File: config.mk
export PLATFORM = sky130hd
export DESIGN_NAME = sacl_way_cmp
export DESIGN_NICKNAME = d
export VERILOG_FILES = /design/src/sv/sacl_pkg.sv /design/src/sv/sacl_way_cmp.sv
export SDC_FILE = /design/constraint.sdc
export NUM_CORES = 1
export LEC_CHECK = 0
export BUFFER_PORTS_ARGS = -buffer_cell sky130_fd_sc_hd__buf_4
export CAP_MARGIN = 20
export CELL_PAD_IN_SITES_DETAIL_PLACEMENT = 1
export CELL_PAD_IN_SITES_GLOBAL_PLACEMENT = 1
export CORE_MARGIN = 2
export CORE_UTILIZATION = 17
export DETAILED_ROUTE_END_ITERATION = 12
export GPL_TIMING_DRIVEN = 0
export PLACE_DENSITY_LB_ADDON = 0.1
export SKIP_LAST_GASP = 1
export SLEW_MARGIN = 20
export SYNTH_ARGS = -nofsm -noshare
export SYNTH_HDL_FRONTEND = slang
export SYNTH_SLANG_ARGS = --single-unit
File: constraint.sdc
create_clock -name vclk -period 1.5
set_clock_uncertainty 0.05 [all_clocks]
set_input_delay 0 -clock vclk [all_inputs]
set_output_delay 0 -clock vclk [all_outputs]
set_load 0.01 [all_outputs]
File: src/sv/sacl_pkg.sv
// Shared types, sizes and register codes for the set-associative cache model.
`timescale 1ns / 1ps

package sacl_pkg;

   localparam int MAX_WAYS   = 8;
   localparam int MAX_SETS   = 1024;
   localparam int WAY_W      = $clog2(MAX_WAYS);
   localparam int RANK_W     = WAY_W;
   localparam int SET_W      = $clog2(MAX_SETS);
   localparam int INDEX_MAX  = $clog2(MAX_SETS + 1) - 1;
   localparam int ENTRIES    = MAX_SETS * MAX_WAYS;
   localparam int ENTRY_W    = SET_W + WAY_W;
   localparam int TAG_W      = 32;
   localparam int CSR_IDX_W  = 4;
   localparam int CSR_DATA_W = 10;

   // register indexes
   localparam logic [CSR_IDX_W-1:0] CSR_WAYS    = 4'd0;
   localparam logic [CSR_IDX_W-1:0] CSR_OFFSET  = 4'd1;
   localparam logic [CSR_IDX_W-1:0] CSR_INDEX   = 4'd2;
   localparam logic [CSR_IDX_W-1:0] CSR_PENALTY = 4'd3;

   localparam logic [3:0] WAYS_RESET    = 4'd2;
   localparam logic [3:0] OFFSET_RESET  = 4'd5;
   localparam logic [3:0] INDEX_RESET   = 4'd10;
   localparam logic [9:0] PENALTY_RESET = 10'd30;

   // extra cycles when the victim is dirty
   localparam logic [16:0] DIRTY_EXTRA = 17'd2;

   typedef struct packed {
      logic        action;
      logic [31:0] address;
      logic [15:0] instr_count;
   } sacl_req_type;

   typedef struct packed {
      logic        hit;
      logic        dirty_evict;
      logic [2:0]  way_used;
      logic [16:0] access_cycles;
      logic [31:0] total_cycles;
      logic [31:0] total_instructions;
      logic [31:0] access_total;
      logic [31:0] load_hit_total;
      logic [31:0] load_miss_total;
      logic [31:0] store_hit_total;
      logic [31:0] store_miss_total;
      logic [31:0] dirty_evict_total;
   } sacl_rsp_type;

   typedef struct packed {
      logic [TAG_W-1:0] tag;
      logic             valid;
      logic             dirty;
   } sacl_entry_type;

   typedef logic [MAX_WAYS-1:0][RANK_W-1:0] sacl_rank_row_type;

   typedef struct packed {
      sacl_entry_type    entry;
      logic [TAG_W-1:0]  req_tag;
      logic [RANK_W-1:0] rank;
      logic [RANK_W-1:0] best_rank;
      logic              first;
   } sacl_cmp_in_type;

   typedef struct packed {
      logic match;
      logic invalid;
      logic better;
   } sacl_cmp_out_type;

   typedef struct packed {
      logic        fire;
      logic        store;
      logic        hit;
      logic        dirty_evict;
      logic [16:0] access_cycles;
      logic [15:0] instr_count;
   } sacl_event_type;

   typedef struct packed {
      logic [31:0] total_cycles;
      logic [31:0] total_instructions;
      logic [31:0] access_total;
      logic [31:0] load_hit_total;
      logic [31:0] load_miss_total;
      logic [31:0] store_hit_total;
      logic [31:0] store_miss_total;
      logic [31:0] dirty_evict_total;
   } sacl_totals_type;

endpackage

File: src/sv/sacl_way_cmp.sv
// Shared per-way unit: tag match, invalid check and LRU rank compare.
`timescale 1ns / 1ps

module sacl_way_cmp (
   input  sacl_pkg::sacl_cmp_in_type  cmp_in,
   output sacl_pkg::sacl_cmp_out_type cmp_out
);

   always_comb begin
      cmp_out.match   = cmp_in.entry.valid && (cmp_in.entry.tag == cmp_in.req_tag);
      cmp_out.invalid = !cmp_in.entry.valid;
      // strict greater keeps the lowest way on a tie
      cmp_out.better  = cmp_in.first || (cmp_in.rank > cmp_in.best_rank);
   end

endmodule

==> impl_results.md <==
- Status: finished, final reports clean
- Worst relative slew slack: 0.782
- Part of the power in combinational logic: 1.000
- Met1 global-route usage: 0.0906
- Overflow after GRT: 0
- Ys Warns: 0
- Die area: 3000 sq um
- Largest net degree at the start of global routing: 3
- Most frequent cells in the layout: buf_4 (75), xor2_1 (31), nor4_1 (7)
- Seq/Total Area, Yosys: 0
- VDD IR max: 0.0000930 V
- Setup tns final: 0 ps
- Pint: 172 uW
- Share of post-route cells with drive strength above 1: 0.580
- Synth area leader: xor2_1
- Dpl cells: roughly 160
- Top Usage Layer GRT: met2
- Sw Share: 0.320
- Synth cell types: 13
- Sequential Area: 0 sq um
- WP data arrival: 1060 ps
- CP Class: in -> out
- Synth Cell Area: 438 sq um
- First-pass GRT wire length: 2.24 mm
- Most common cell after layout, fill and taps aside: buf_4
- Fin. max-slew vios: 0
- P&R area growth vs syn: 137%
- Post-CTS setup buffer count: 0
- Final WS setup: between 300 and 400 ps
- FP Rows: 18
- Cts hold-fix bufs: 0
- Synth Instances: 56
- Post-Syn Area per Cell: 7.82 sq um
- GRT Overall Usage: 0.0974
- Drt pass-1 iters: 1
- Worst Path Required: 1450 ps
- Kind of end point of the critical path: output port
- Die Span Y: 54.8 microns
- Hold violation total from the final report: 0
- Final GP Congestion: ~0.59
- Post-CTS resize count: 0
- RSZ-0062 raised after global routing: false
- Antenna Cells: 0
- Total core area: about 2500 sq um
- DR vias: about 670
- Final critical-path share of the clock period: 0.742
- Net Sw Power: 81.2 uW
- GR Util met2: 0.220
- Power Density: ~240 nW/um^2
- DR iter-0 viols: 0
- Vias in the first global route: around 600
- Drt wl/cell: ~11 microns
- Seq Cell Count: 0
- Clock buffers: 0
- Max Cap Viol: 0
- Worst Hold Depth: 3
- Critical path peak fanout: 1
- DP Worst Slack: approximately 350 ps
- Drc violations: 0
- Die X: around 55 microns
- P_leak: 0.000555 uW
- Initial Utilization: 0.178
- Top-area cell type share of the netlist area: 0.620
- Area contributors post-synth: xor2_1 (62%), nor4_1 (10%), ha_1 (8.6%), nand3_1 (3.4%), inv_1 (3.4%)
- Final Non-Filler Cells: 161
- Part of the power in registers: 0
- Crit path launch type: input pin
- Clock share of power: 0
- Synthesized net count: roughly 130
- # setup viols final: 0
- Placed Area: about 1000 sq um
- Fin nets: 209
- Worst hold path class: in -> out
- Met3 usage: 0.0164
- Via density: 4.17
- Design Area, Final: 1040 sq um
- Worst Max-Slew Pin Slew: about 320 ps
- Final Routed Wirelength: between 1.5 and 2 mm
- IO Pins: 76
- Placed wire-length estimate: 1.66 mm
- Initial antenna violation count: 0
- Minimum clock period: ~1100 ps
- I/O Buffers: 75
- Final ANT Viol Nets: 0
- Fmax: approximately 0.9 GHz
## kinds of logic (layout without fill, tap and decap cells)
family          count (synthesis)  count (layout)  share of synthesized area
buf+inv                         4              79                     0.0343
compound gates                  2               2                     0.0286
fa+ha+maj                       3               3                     0.0857
simple gates                   15              15                      0.211
xor+xnor                       32              32                      0.640
## worst max-delay path: stages
cell and delay (ps):
buf_4 110, xor2_1 150, nor4_1 300, nand4_1 170
nor3_2 190, buf_4 140
## power groups by stage
| stage | Combinational (uW) | Clock [uW] | Sequential [uW] |
|---|---|---|---|
| finish | 254 | 0 | 0 |
| global route | 278 | 0 | 0 |
| CTS | 259 | 0 | 0 |
| detailed placement | 258 | 0 | 0 |
| global placement | 248 | 0 | 0 |
| floorplan | 80.6 | 0 | 0 |
## synthesized netlist by cell type
| cell | number |
|---|---|
| xnor2_1 | 1 |
| nand2b_1 | 1 |
| nor3_1 | 1 |
| nor2b_1 | 1 |
| nand4_1 | 1 |
| inv_1 | 4 |
| ha_1 | 3 |
| nand3_1 | 3 |
| o21ai_0 | 1 |
| nor4_1 | 7 |
| nor3_2 | 1 |
| xor2_1 | 31 |
| o21a_1 | 1 |
## final cells by class
class | count | area, sq um
repair buffers | 75 | 563
fillers | 309 | 1420
inverters | 4 | 15.0
well taps | 30 | 37.5
multi-input cells | 52 | 423
## through the flow
| stage | hold WS, ps | util | power, uW |
|---|---|---|---|
| 6_report | 194 | 0.423 | 254 |
| 5_1_grt | 214 | 0.423 | 278 |
| 4_1_cts | 198 | 0.423 | 259 |
| 3_5_place_dp | 198 | 0.423 | 258 |
| 3_3_place_gp | 192 | 0.423 | 248 |
| 2_1_floorplan | -6.49 | - | 80.6 |
## layer usage
metal,vias to the layer above,share of wire
li1,340,-
met1,290,0.28
met2,42,0.58
met3,0,0.15
met4,0,0
met5,-,0
## final timing paths
| path | end | startpoint |
|---|---|---|
| worst max-delay path | cmp_out[2] | cmp_in[21] |
| worst min-delay path | cmp_out[1] | cmp_in[40] |
(Power assumes the default switching activity.)
