[src/sv/sacl_pkg.sv]
// Shared types, sizes and register codes for the set-associative cache model.
`timescale 1ns / 1ps

package sacl_pkg;

   localparam int MAX_WAYS   = 8;
   localparam int MAX_SETS   = 1024;
   localparam int WAY_W      = $clog2(MAX_WAYS);
   localparam int RANK_W     = WAY_W;
   localparam int SET_W      = $clog2(MAX_SETS);
   localparam int INDEX_MAX  = $clog2(MAX_SETS + 1) - 1;
   localparam int ENTRIES    = MAX_SETS * MAX_WAYS;
   localparam int ENTRY_W    = SET_W + WAY_W;
   localparam int TAG_W      = 32;
   localparam int CSR_IDX_W  = 4;
   localparam int CSR_DATA_W = 10;

   // register indexes
   localparam logic [CSR_IDX_W-1:0] CSR_WAYS    = 4'd0;
   localparam logic [CSR_IDX_W-1:0] CSR_OFFSET  = 4'd1;
   localparam logic [CSR_IDX_W-1:0] CSR_INDEX   = 4'd2;
   localparam logic [CSR_IDX_W-1:0] CSR_PENALTY = 4'd3;

   localparam logic [3:0] WAYS_RESET    = 4'd2;
   localparam logic [3:0] OFFSET_RESET  = 4'd5;
   localparam logic [3:0] INDEX_RESET   = 4'd10;
   localparam logic [9:0] PENALTY_RESET = 10'd30;

   // extra cycles when the victim is dirty
   localparam logic [16:0] DIRTY_EXTRA = 17'd2;

   typedef struct packed {
      logic        action;
      logic [31:0] address;
      logic [15:0] instr_count;
   } sacl_req_type;

   typedef struct packed {
      logic        hit;
      logic        dirty_evict;
      logic [2:0]  way_used;
      logic [16:0] access_cycles;
      logic [31:0] total_cycles;
      logic [31:0] total_instructions;
      logic [31:0] access_total;
      logic [31:0] load_hit_total;
      logic [31:0] load_miss_total;
      logic [31:0] store_hit_total;
      logic [31:0] store_miss_total;
      logic [31:0] dirty_evict_total;
   } sacl_rsp_type;

   typedef struct packed {
      logic [TAG_W-1:0] tag;
      logic             valid;
      logic             dirty;
   } sacl_entry_type;

   typedef logic [MAX_WAYS-1:0][RANK_W-1:0] sacl_rank_row_type;

   typedef struct packed {
      sacl_entry_type    entry;
      logic [TAG_W-1:0]  req_tag;
      logic [RANK_W-1:0] rank;
      logic [RANK_W-1:0] best_rank;
      logic              first;
   } sacl_cmp_in_type;

   typedef struct packed {
      logic match;
      logic invalid;
      logic better;
   } sacl_cmp_out_type;

   typedef struct packed {
      logic        fire;
      logic        store;
      logic        hit;
      logic        dirty_evict;
      logic [16:0] access_cycles;
      logic [15:0] instr_count;
   } sacl_event_type;

   typedef struct packed {
      logic [31:0] total_cycles;
      logic [31:0] total_instructions;
      logic [31:0] access_total;
      logic [31:0] load_hit_total;
      logic [31:0] load_miss_total;
      logic [31:0] store_hit_total;
      logic [31:0] store_miss_total;
      logic [31:0] dirty_evict_total;
   } sacl_totals_type;

endpackage

[src/sv/sacl_stats.sv]
// Saturating running totals and event counters.
`timescale 1ns / 1ps

module sacl_stats (
   input  logic                      clock,
   input  logic                      reset,
   input  sacl_pkg::sacl_event_type  ev,
   output sacl_pkg::sacl_totals_type totals
);

   sacl_pkg::sacl_totals_type tot_ff;
   sacl_pkg::sacl_totals_type tot_in;

   function automatic logic [31:0] sat_add(input logic [31:0] a, input logic [31:0] b);
      logic [32:0] sum;
      sum = {1'b0, a} + {1'b0, b};
      return sum[32] ? 32'hFFFF_FFFF : sum[31:0];
   endfunction

   always_comb begin
      tot_in = tot_ff;
      if (ev.fire) begin
         tot_in.total_cycles       = sat_add(tot_ff.total_cycles, 32'(ev.access_cycles));
         tot_in.total_instructions = sat_add(tot_ff.total_instructions, 32'(ev.instr_count));
         tot_in.access_total       = sat_add(tot_ff.access_total, 32'd1);
         if (ev.hit && !ev.store) begin
            tot_in.load_hit_total = sat_add(tot_ff.load_hit_total, 32'd1);
         end
         if (!ev.hit && !ev.store) begin
            tot_in.load_miss_total = sat_add(tot_ff.load_miss_total, 32'd1);
         end
         if (ev.hit && ev.store) begin
            tot_in.store_hit_total = sat_add(tot_ff.store_hit_total, 32'd1);
         end
         if (!ev.hit && ev.store) begin
            tot_in.store_miss_total = sat_add(tot_ff.store_miss_total, 32'd1);
         end
         if (ev.dirty_evict) begin
            tot_in.dirty_evict_total = sat_add(tot_ff.dirty_evict_total, 32'd1);
         end
      end
   end

   always_ff @(posedge clock) begin
      if (reset) begin
         tot_ff <= '0;
      end else begin
         tot_ff <= tot_in;
      end
   end

   assign totals = tot_ff;

endmodule
[config.mk]
export PLATFORM = sky130hd
export DESIGN_NAME = sacl_stats
export DESIGN_NICKNAME = d
export VERILOG_FILES = /design/src/sv/sacl_pkg.sv /design/src/sv/sacl_stats.sv
export SDC_FILE = /design/constraint.sdc
export NUM_CORES = 1
export LEC_CHECK = 0
export BUFFER_PORTS_ARGS = -buffer_cell sky130_fd_sc_hd__buf_2
export CAP_MARGIN = 5
export CORE_AREA = 2 2 148 186
export DETAILED_ROUTE_END_ITERATION = 7
export DIE_AREA = 0 0 150 188
export PLACE_DENSITY = 0.77
export REMOVE_ABC_BUFFERS = 1
export SLEW_MARGIN = 20
export SYNTH_ARGS = -nofsm -noshare
export SYNTH_HDL_FRONTEND = slang
export SYNTH_SLANG_ARGS = --single-unit
[constraint.sdc]
create_clock -name clock -period 2.3 [get_ports clock]
set_input_delay 0.23 -clock clock [delete_from_list [all_inputs] [get_ports clock]]
set_output_delay 0.23 -clock clock [all_outputs]
set_load 0.01 [all_outputs]
==> impl_metrics.env <==
export IMPL_slew_headroom=0.570
export IMPL_seq_area_um2=5130
export IMPL_path_clk_slew_ns=0.06
export IMPL_synthSimpleGateAreaFrac=0.227
export IMPL_area_growth_pct=33.6
export IMPL_cts_root_buffer="clkbuf_16"
export IMPL_ys_flop_type="dfxtp_1"
export IMPL_yosys_register_bits=256
export IMPL_die_w_um=150
export IMPL_synthMuxAreaShare=0.00614
export IMPL_totalPowerFinal_mw=11.2
export IMPL_largest_register_ffs=256
export IMPL_finalWirelength_um=39500
export IMPL_drive_above_1_share=0.300
export IMPL_ant_nets=0
export IMPL_place_ws_ns=-0.210
export IMPL_drc_errors=0
export IMPL_vdd_drop_max_mv=0.583
export IMPL_worstHoldPathCells=3
export IMPL_multiInputGateArea_um2=7970
export IMPL_cts_tree="yes"
export IMPL_initial_core_util=0.493
export IMPL_die_area_um2=28200
export IMPL_synth_adder_area_share=0.0405
export IMPL_finalSetupTns_ns=-0.0817
export IMPL_critical_path_startpoint_type="flop"
export IMPL_ctsLongestPathBuffers=3
export IMPL_io_buffer_count=294
export IMPL_grt_util_all_layers=0.259
export IMPL_syn_avg_cell_area_um2=8.61
export IMPL_finalCritPeriodShare=1.01
export IMPL_max_slew_worst_pin_slew_ns=0.644
export IMPL_clock_sinks=256
export IMPL_clock_fmax_mhz=429
export IMPL_num_nets_final=2016
export IMPL_ios=295
export IMPL_antenna_found_initial=0
export IMPL_fill_cells=2202
export IMPL_cp_max_fo=5
export IMPL_path_class="flop to flop"
export IMPL_synthArstFlopShare=0
export IMPL_vias=13500
export IMPL_final_setup_worst_slack_ns=-0.0302
export IMPL_numCtsBuffers=27
export IMPL_wire_per_inst_um=17.2
export IMPL_place_gp_congestion=0.909
export IMPL_powerDensity_nw_per_um2=642
export IMPL_synth_cell_types=68
export IMPL_status="complete, but fails checks"
export IMPL_synthesis_area_um2=13100
export IMPL_maxCapViolCount=0
export IMPL_hold_viol=0
export IMPL_insertion_delay_ns=0.53
export IMPL_grt_pass1_vias=12700
export IMPL_synth_compound_area_frac=0.196
export IMPL_firstDrtPassIters=5
export IMPL_overflow=0
export IMPL_cp_end_kind="flop"
export IMPL_hp_class="input pin to flop"
export IMPL_synth_top_family_by_area="simple AND/OR/NAND/NOR gates"
export IMPL_coreArea_um2=26500
export IMPL_p_leak_nw=7.38
export IMPL_vias_per_cell=5.85
export IMPL_arrival_ns=2.73
export IMPL_post_route_min_period_ns=2.33
export IMPL_finClkSkew_ns=0.0121
export IMPL_synth_warnings=0
export IMPL_htree_levels=1
export IMPL_syn_inst=1515
export IMPL_fin_util=0.658
export IMPL_report_final_slew_viol_count=0
export IMPL_layout_commonest_cell="buf_2"
export IMPL_setup_viol=6
export IMPL_grt_max_degree=112
export IMPL_rows=67
export IMPL_cp_required_ns=2.70
export IMPL_first_iter_violations=779
export IMPL_rsz0062_at_grt="true"
export IMPL_fin_hold_ws_ns=0.0904
export IMPL_antenna_cells=0
export IMPL_layout_common_cells="buf_2, dfxtp_1, a21oi_1, buf_4, nor2_1"
export IMPL_synth_yosys_seq_area_share=0.393
export IMPL_synth_edf_count=0
export IMPL_grt_pass1_wl_um=61500
export IMPL_violations="setup timing"
export IMPL_r2r_cells=9
export IMPL_yosys_area_share_xor_xnor=0.109
export IMPL_dp_hpwl_um=27700
export IMPL_rrSetupSlack_ns=-0.03
export IMPL_die_y_um=188
==> cell families (layout without fill, tap and decap cells) <==
kind of cell	count (synthesis)	count (layout)
and+or+nand+nor	545	545
AOI/OAI and AO/OA	408	408
muxes	8	8
adders and majority gates	41	41
buffers and inverters	94	534
xor gates and xnor gates	163	163
DFF	256	256
==> synthesized netlist by cell type, types with 4 or more instances <==
| library cell | count | area share |
|---|---|---|
| a2111oi_0 | 8 | 0.0054 |
| a211oi_1 | 37 | 0.021 |
| a21o_1 | 16 | 0.0092 |
| a21oi_1 | 195 | 0.075 |
| a311oi_1 | 17 | 0.011 |
| a31oi_1 | 40 | 0.019 |
| a41oi_1 | 9 | 0.0060 |
| and2_1 | 15 | 0.0072 |
| and3_1 | 51 | 0.024 |
| and4_1 | 40 | 0.027 |
| and4b_1 | 4 | 0.0031 |
| buf_2 | 13 | 0.0050 |
| clkbuf_1 | 55 | 0.016 |
| dfxtp_1 | 256 | 0.39 |
| ha_1 | 39 | 0.037 |
| inv_1 | 26 | 0.0075 |
| mux2i_1 | 8 | 0.0061 |
| nand2_1 | 86 | 0.025 |
| nand3_1 | 84 | 0.032 |
| nand4_1 | 56 | 0.027 |
| nor2_1 | 108 | 0.031 |
| nor2b_1 | 4 | 0.0019 |
| nor3_1 | 44 | 0.017 |
| nor3b_1 | 4 | 0.0023 |
| nor4_1 | 9 | 0.0043 |
| o211a_1 | 6 | 0.0046 |
| o21a_1 | 9 | 0.0052 |
| o21ai_0 | 32 | 0.012 |
| o21bai_1 | 6 | 0.0035 |
| o31a_1 | 4 | 0.0027 |
| o31ai_1 | 6 | 0.0035 |
| or2_2 | 4 | 0.0019 |
| or3_1 | 10 | 0.0048 |
| or4_1 | 10 | 0.0058 |
| xnor2_1 | 61 | 0.041 |
| xor2_1 | 102 | 0.068 |
==> worst max-delay path, stage by stage, from the launching register on <==
cell      delay [ns]
dfxtp_2         0.33
ha_4            0.29
a2111o_1        0.25
a21oi_2         0.08
buf_4           0.13
or4_4           0.53
a31oi_4         0.26
buf_4           0.14
a21o_1          0.10
a31oi_1         0.07
==> final timing paths <==
| check | start | end |
|---|---|---|
| setup / recovery | totals[228]$_SDFFE_PP0P_ | totals[247]$_SDFFE_PP0P_ |
| hold / removal | ev[16] | totals[224]$_SDFFE_PP0P_ |
| setup reg to reg | totals[228]$_SDFFE_PP0P_ | totals[247]$_SDFFE_PP0P_ |
| hold reg to reg | totals[28]$_SDFFE_PP0P_ | totals[28]$_SDFFE_PP0P_ |
==> metal layers <==
metal	global-route usage	vias up	part of all wire
met2	0.462	474	0.50
met5	0	-	0
met4	0.103	0	0.040
met3	0.0513	113	0.071
met1	0.302	6372	0.39
li1	-	6506	-
==> power by group <==
group | internal (mW) | leakage (nW) | switching (mW)
registers | 4.52 | 2.07 | 0.0821
logic | 0.787 | 4.83 | 0.888
clock network | 3.06 | 0.476 | 1.85
==> area by class of cell <==
cell class / count / share of cell area
clock buffer: 34 / 0.0426
clock inverter: 14 / 0.0146
inverter: 26 / 0.00560
multi-input combinational: 1165 / 0.457
sequential: 256 / 0.295
tap: 345 / 0.0248
timing repair buffer: 460 / 0.161
==> stage by stage <==
stage          instance area (um2)  std cells
5_1_grt                      17400       2300
3_5_place_dp                 15800       2232
2_1_floorplan                12800       1447
6_report                     17400       2300
3_3_place_gp                 15800       2232
4_1_cts                      17000       2286
==> what timing repair did <==
item                                    CTS  global route
hold endpoints to repair                  8             0
endpoints found under the setup margin   63            92
pin swaps                                24            27
setup buffers                             5            15
gates resized for setup                  31            58
hold buffers                              1             0
No activity file was read; power rests on OpenSTA's default activity.
