<file path="src/sv/sacl_ram.sv">
// Generic single-write, single-read RAM with registered read data.
`timescale 1ns / 1ps

module sacl_ram #(
   parameter int WIDTH = 8,
   parameter int DEPTH = 16
) (
   input  logic                     clock,
   input  logic                     wr_en,
   input  logic [$clog2(DEPTH)-1:0] wr_addr,
   input  logic [WIDTH-1:0]         wr_data,
   input  logic                     rd_en,
   input  logic [$clog2(DEPTH)-1:0] rd_addr,
   output logic [WIDTH-1:0]         rd_data
);

   logic [WIDTH-1:0] mem [DEPTH];
   logic [WIDTH-1:0] rd_data_ff;

   always_ff @(posedge clock) begin
      if (wr_en) begin
         mem[wr_addr] <= wr_data;
      end
      if (rd_en) begin
         rd_data_ff <= mem[rd_addr];
      end
   end

   assign rd_data = rd_data_ff;

endmodule

</file>
<file path="config.mk">
export PLATFORM = sky130hd
export DESIGN_NAME = sacl_ram
export DESIGN_NICKNAME = d
export VERILOG_FILES = /design/src/sv/sacl_ram.sv
export SDC_FILE = /design/constraint.sdc
export NUM_CORES = 1
export LEC_CHECK = 0
export BUFFER_PORTS_ARGS = -buffer_cell sky130_fd_sc_hd__buf_2
export CORE_AREA = 2 2 93 95
export DETAILED_ROUTE_END_ITERATION = 8
export DIE_AREA = 0 0 95 97
export HOLD_SLACK_MARGIN = 0.15
export PLACE_DENSITY = 0.81
export SYNTH_ARGS = -nofsm -noshare
export SYNTH_HDL_FRONTEND = slang
export SYNTH_SLANG_ARGS = --single-unit
</file>
<file path="constraint.sdc">
create_clock -name clock -period 3.25 [get_ports clock]
set_input_delay 0.1625 -clock clock [delete_from_list [all_inputs] [get_ports clock]]
set_output_delay 0.1625 -clock clock [all_outputs]
set_load 0.02 [all_outputs]
</file>
==> results.sh, run 1 <==
export IMPL_run_status="complete, no violations"
export IMPL_tightest_slew_ps=937
export IMPL_diodes=0
export IMPL_clock_fmax_mhz=596
export IMPL_io_pins=27
export IMPL_critPathRequiredTime_ps=3380
export IMPL_reg2regPathDepth=3
export IMPL_area_delta_synth_final_pct=16.6
export IMPL_vdd_drop_max_mv=0.410
export IMPL_clk_latency_ps=510
export IMPL_period_share=0.517
export IMPL_grt_pass1_vias=2605
export IMPL_internal_power_mw=3.13
export IMPL_postCtsSetupRepairBufs=0
export IMPL_antenna_left=0
export IMPL_ys_seq_area_frac=0.781
export IMPL_fp_dieH_um=97
export IMPL_grt_usage=0.244
export IMPL_crit_path_end_kind="flop"
export IMPL_gp_congestion=0.761
export IMPL_skew_ps=5.46
export IMPL_vias=2523
export IMPL_power_frac_seq=0.509
export IMPL_critPathArrivalTime_ps=1810
export IMPL_final_setup_tns_ps=0
export IMPL_p_leak_nw=2.06
export IMPL_drive_gt1_frac=0.263
export IMPL_final_cells=398
export IMPL_cts_tree="yes"
export IMPL_ctsResizeCount=0
export IMPL_grt_first_pass_wirelength_mm=15.3
export IMPL_syn_avg_cell_area_um2=22.8
export IMPL_dp_cells=355
export IMPL_maxSlewViolCount=0
export IMPL_timing_slew_headroom=0.373
export IMPL_swShare=0.200
export IMPL_core_area_um2=8130
export IMPL_hold_depth=3
export IMPL_yosys_warnings=0
export IMPL_start_util=0.643
export IMPL_min_path_type="input port to flop"
export IMPL_cts_buffers=17
export IMPL_dp_hpwl_mm=6.17
export IMPL_antenna_found_initial=0
export IMPL_synth_seq_cells=136
export IMPL_power_per_cell_area_nw_per_um2=640
export IMPL_nets=300
export IMPL_grt_max_degree=33
export IMPL_hold_violations=0
export IMPL_routed_wl_mm=10.0
export IMPL_pwr_share_clk=0.441
export IMPL_wire_per_inst_um=25.2
export IMPL_portBuffers=26
export IMPL_critPathKind="input port to flop"
export IMPL_drc_errors=0
export IMPL_setup_viol=0
export IMPL_cap_violations=0
export IMPL_cts_root_buffer="clkbuf_8"
export IMPL_synth_cells=229
export IMPL_period_minus_slack_ps=1680
export IMPL_cts_buffer_depth=2
export IMPL_comb_power_share=0.049
export IMPL_cts_max_level=4
export IMPL_cts_sinks=136
export IMPL_cp_start_kind="input port"
export IMPL_drtPass1Iterations=5
export IMPL_clk_pin_slew_ps=50
export IMPL_fillers=429
export IMPL_overflow=0
export IMPL_die_w_um=95
export IMPL_synth_net_count=248
export IMPL_core_rowCount=33
export IMPL_most_common_layout_cells="edfxtp_1 (136), buf_2 (26), mux4_2 (18)"
export IMPL_p_sw_uw=779
export IMPL_finish_utilization=0.750
export IMPL_synth_area_um2=5230
export IMPL_vias_per_cell=6.34
export IMPL_cp_max_fo=8
export IMPL_rsz0062_at_grt="false"
export IMPL_fp_dieArea_um2=9220
export IMPL_ys_types=18
export IMPL_drt_initial_drc_count=338
export IMPL_layout_commonest_cell="edfxtp_1"
[power by group through the flow]
stage	sequential [mW]	clock [mW]	combinational, mW
floorplan	2.03	0	0.0997
global placement	2.02	0	0.172
detailed placement	2.02	0	0.179
CTS	1.99	1.74	0.193
global route	1.99	1.82	0.209
finish	1.99	1.72	0.193
[final timing paths]
kind                        start              endpoint  slack [ps]
max                    wr_addr[0]  mem[10][0]$_DFFE_PP_        1570
max reg2reg  mem[10][3]$_DFFE_PP_  rd_data[3]$_DFFE_PP_        1690
min                    wr_addr[3]   mem[2][4]$_DFFE_PP_         310
min reg2reg  mem[14][1]$_DFFE_PP_  rd_data[1]$_DFFE_PP_         770
[logic make-up (layout without fill, tap and decap cells)]
group,Yosys count,in the layout,share of synthesized area
AOI/OAI and AO/OA,16,16,0.0230
DFF,136,136,0.781
and+or+nand+nor,35,35,0.0314
buffers and inverters,10,74,0.0165
muxes,32,32,0.148
[flip-flops by register name, summed over array words and instances, names as in the netlist]
register	count
mem	128
rd_data	8
[per-layer routing]
metal	GRT usage	share of wire	up-vias	routed length, µm
met5	0	0	-	0
li1	-	-	1084	-
met1	0.336	0.40	1294	3970
met4	0.110	0.014	0	139
met2	0.372	0.52	130	5240
met3	0.0639	0.066	15	658
[timing repair]
action                                  in CTS  in global routing
hold buffers                                12                  0
hold endpoints to repair                   148                  0
endpoints found under the setup margin       0                  0
[area by class of cell]
cell class                      count  area, µm²  area share
Multi-Input combinational cell     83       1060       0.174
Timing Repair Buffer               43        288      0.0472
Sequential cell                   136       4080       0.670
Clock inverter                     12        110      0.0181
Clock buffer                       19        422      0.0692
Tap cell                          105        131      0.0215
[through the flow]
| step | instance area [µm²] | worst slack [ps] | hold WS (ps) | total power [mW] |
|---|---|---|---|---|
| 3_5_place_dp | 5450 | 1180 | 537 | 2.20 |
| 3_3_place_gp | 5450 | 1210 | 529 | 2.19 |
| 4_1_cts | 6100 | 1620 | 293 | 3.92 |
| 5_1_grt | 6100 | 1590 | 325 | 4.02 |
| 6_report | 6100 | 1570 | 305 | 3.90 |
| 2_1_floorplan | 5230 | 1590 | 261 | 2.13 |
[synthesized netlist by cell type]
cell             number  share of area
nor3_1                4         0.0038
a22oi_1              16          0.023
nand3b_1              2         0.0029
buf_4                 1         0.0014
clkdlybuf4s25_2       3         0.0057
nor2_1               13         0.0093
nand3_1               1        0.00096
nand2_1               9         0.0065
mux4_1               14          0.070
nor2b_1               1         0.0012
mux4_2               18          0.078
edfxtp_1            136           0.78
buf_6                 3         0.0065
and2_1                1         0.0012
buf_2                 3         0.0029
nand2b_1              2         0.0024
or3b_2                1         0.0017
and2b_1               1         0.0014
[critical path: stages]
cell and delay (ps):
dlygate4sd3_1 530, buf_2 160, nand2b_1 220, nor2_1 740
Power figures use the tool's default switching activity.
==> run 2: changes to the inputs <==
- CORE_AREA: 2 2 93 95 -> 2 2 102 104
- DIE_AREA: 0 0 95 97 -> 0 0 104 106
- PLACE_DENSITY: 0.81 -> 0.71
- clock period: 3.25 -> 1.45 ns (I/O delays scaled with it)
==> run 2 against run 1 <==
Against the previous run:
- global-route usage fell by 4.1 points
- non-clock buffer count rose by 22
- wire length rose by 0.74%
- sequential share of layout area fell by 2.6 points
- register-to-register slack got worse by 1700 ps
- combinational power rose by 140%
- power rose by 120%
- first-iteration DRC count fell by 33%
- largest cell class unchanged
- highest routed layer unchanged
==> results.sh, run 2 (synthesis gave the netlist of run 1 again) <==
export IMPL_run_status="complete, no violations"
export IMPL_vias=2583
export IMPL_cp_start_kind="flop"
export IMPL_rsz0062_at_grt="true"
export IMPL_largest_register_ff_count=128
export IMPL_routed_wl_mm=10.1
export IMPL_most_common_layout_cells="edfxtp_1 (136), buf_2 (26), buf_4 (25)"
export IMPL_power_per_cell_area_nw_per_um2=1380
export IMPL_grt_max_degree=22
export IMPL_clk_latency_ps=520
export IMPL_timing_slew_headroom=0.392
export IMPL_start_util=0.523
export IMPL_cts_sinks=136
export IMPL_fp_dieH_um=106
export IMPL_area_delta_synth_final_pct=21.4
export IMPL_postCtsSetupRepairBufs=0
export IMPL_min_path_type="input port to flop"
export IMPL_core_area_um2=10000
export IMPL_grt_pass1_vias=2617
export IMPL_p_leak_nw=2.16
export IMPL_diodes=0
export IMPL_dp_hpwl_mm=6.47
export IMPL_cts_buffers=17
export IMPL_hold_violations=0
export IMPL_timing_hold_ws_ps=205
export IMPL_gp_congestion=0.782
export IMPL_drc_errors=0
export IMPL_maxSlewViolCount=0
export IMPL_period_minus_slack_ps=1430
export IMPL_layout_commonest_cell="edfxtp_1"
export IMPL_critPathRequiredTime_ps=1710
export IMPL_cts_buffer_depth=2
export IMPL_fp_dieArea_um2=11000
export IMPL_final_setup_tns_ps=0
export IMPL_critPathKind="flop to flop"
export IMPL_core_rowCount=37
export IMPL_fillers=711
export IMPL_critPathBufInv=0
export IMPL_die_w_um=104
export IMPL_period_share=0.984
export IMPL_drtPass1Iterations=5
export IMPL_crit_chain="mux4_2 > a22oi_1 > nand2_1"
export IMPL_cpMaxStageDelayCell="mux4_2"
export IMPL_antenna_left=0
export IMPL_critPathArrivalTime_ps=1690
export IMPL_clk_pin_slew_ps=50
export IMPL_register_area_um2=4080
export IMPL_tightest_slew_ps=909
export IMPL_vias_per_cell=5.73
export IMPL_io_pins=27
export IMPL_cts_max_level=4
export IMPL_crit_family="multiplexers"
export IMPL_wire_per_inst_um=22.4
export IMPL_cts_tree="yes"
export IMPL_multiInputGateArea_um2=1070
export IMPL_vdd_drop_max_mv=0.877
export IMPL_drt_initial_drc_count=225
export IMPL_setup_viol=0
export IMPL_cts_root_buffer="clkbuf_8"
export IMPL_skew_ps=5.99
export IMPL_overflow=0
export IMPL_cp_max_fo=1
export IMPL_regMostFlops="mem"
export IMPL_cap_violations=0
export IMPL_nets=322
export IMPL_crit_path_end_kind="flop"
export IMPL_grt_first_pass_wirelength_mm=15.6
export IMPL_max_stage_delay_ps=470
export IMPL_grt_usage=0.203
export IMPL_clock_fmax_mhz=701
export IMPL_drive_gt1_frac=0.349
export IMPL_portBuffers=26
export IMPL_antenna_found_initial=0
## run 2: cell types whose count changed in the layout (fill, tap and decap cells not counted)
cell           previous run  this run
mux4_1                   14         9
dlygate4sd3_1            12        11
buf_12                    0         3
clkinv_2                  6         5
mux4_2                   18        23
clkbuf_1                  2         1
a22oi_1                  16        10
a22oi_2                   0         6
buf_4                     5        25
clkinv_1                  3         5
## run 2: final cells by class
class                      count  share of cell area
clock buffer                  18              0.0659
clock inverter                13              0.0177
timing repair buffer          65              0.0769
sequential                   136               0.644
multi-input combinational     83               0.169
tap                          136              0.0268
## run 2: repair_timing
action	in CTS	in global routing
gates resized for setup	3	8
hold buffers	11	0
setup endpoints to repair	3	6
pin swaps	3	4
hold endpoints to repair	168	0
## run 2: through the flow
stage                     area (µm²)  utilization  setup WS, ps  total power [mW]  cells
after floorplan                 5230            -          95.1              4.78    229
after global placement          5690        0.569          -214              4.96    409
after detailed placement        5690        0.569          -235              4.98    409
after CTS                       6350        0.635          1.11              8.82    451
after global routing            6350        0.635         -35.0              9.03    451
final                           6350        0.635          22.7              8.75    451
## run 2: report_power, final
| part | switching, mW | internal, mW | leakage [nW] |
|---|---|---|---|
| Clock | 1.43 | 2.38 | 0.265 |
| Combinational | 0.259 | 0.212 | 0.663 |
| Sequential | 0.0265 | 4.43 | 1.24 |
| Total | 1.72 | 7.03 | 2.16 |
## run 2: worst reg2reg max path: stages, from the launching register on
cell	delay (ps)
edfxtp_1	360
mux4_2	470
a22oi_1	240
nand2_1	100
## run 2: worst paths after layout
path	startpoint	endpoint	slack, ps	cells past startpoint
setup / recovery	mem[3][7]$_DFFE_PP_	rd_data[7]$_DFFE_PP_	20	3
hold / removal	rd_addr[1]	rd_data[6]$_DFFE_PP_	210	4
setup reg to reg	mem[3][7]$_DFFE_PP_	rd_data[7]$_DFFE_PP_	20	3
hold reg to reg	mem[15][2]$_DFFE_PP_	rd_data[2]$_DFFE_PP_	750	3
## run 2: routing by layer
metal / vias up / global-route usage / wire, µm
li1: 1126 / - / -
met1: 1329 / 0.270 / 4230
met2: 113 / 0.318 / 4960
met3: 15 / 0.0576 / 696
met4: 0 / 0.0888 / 208
met5: - / 0 / 0
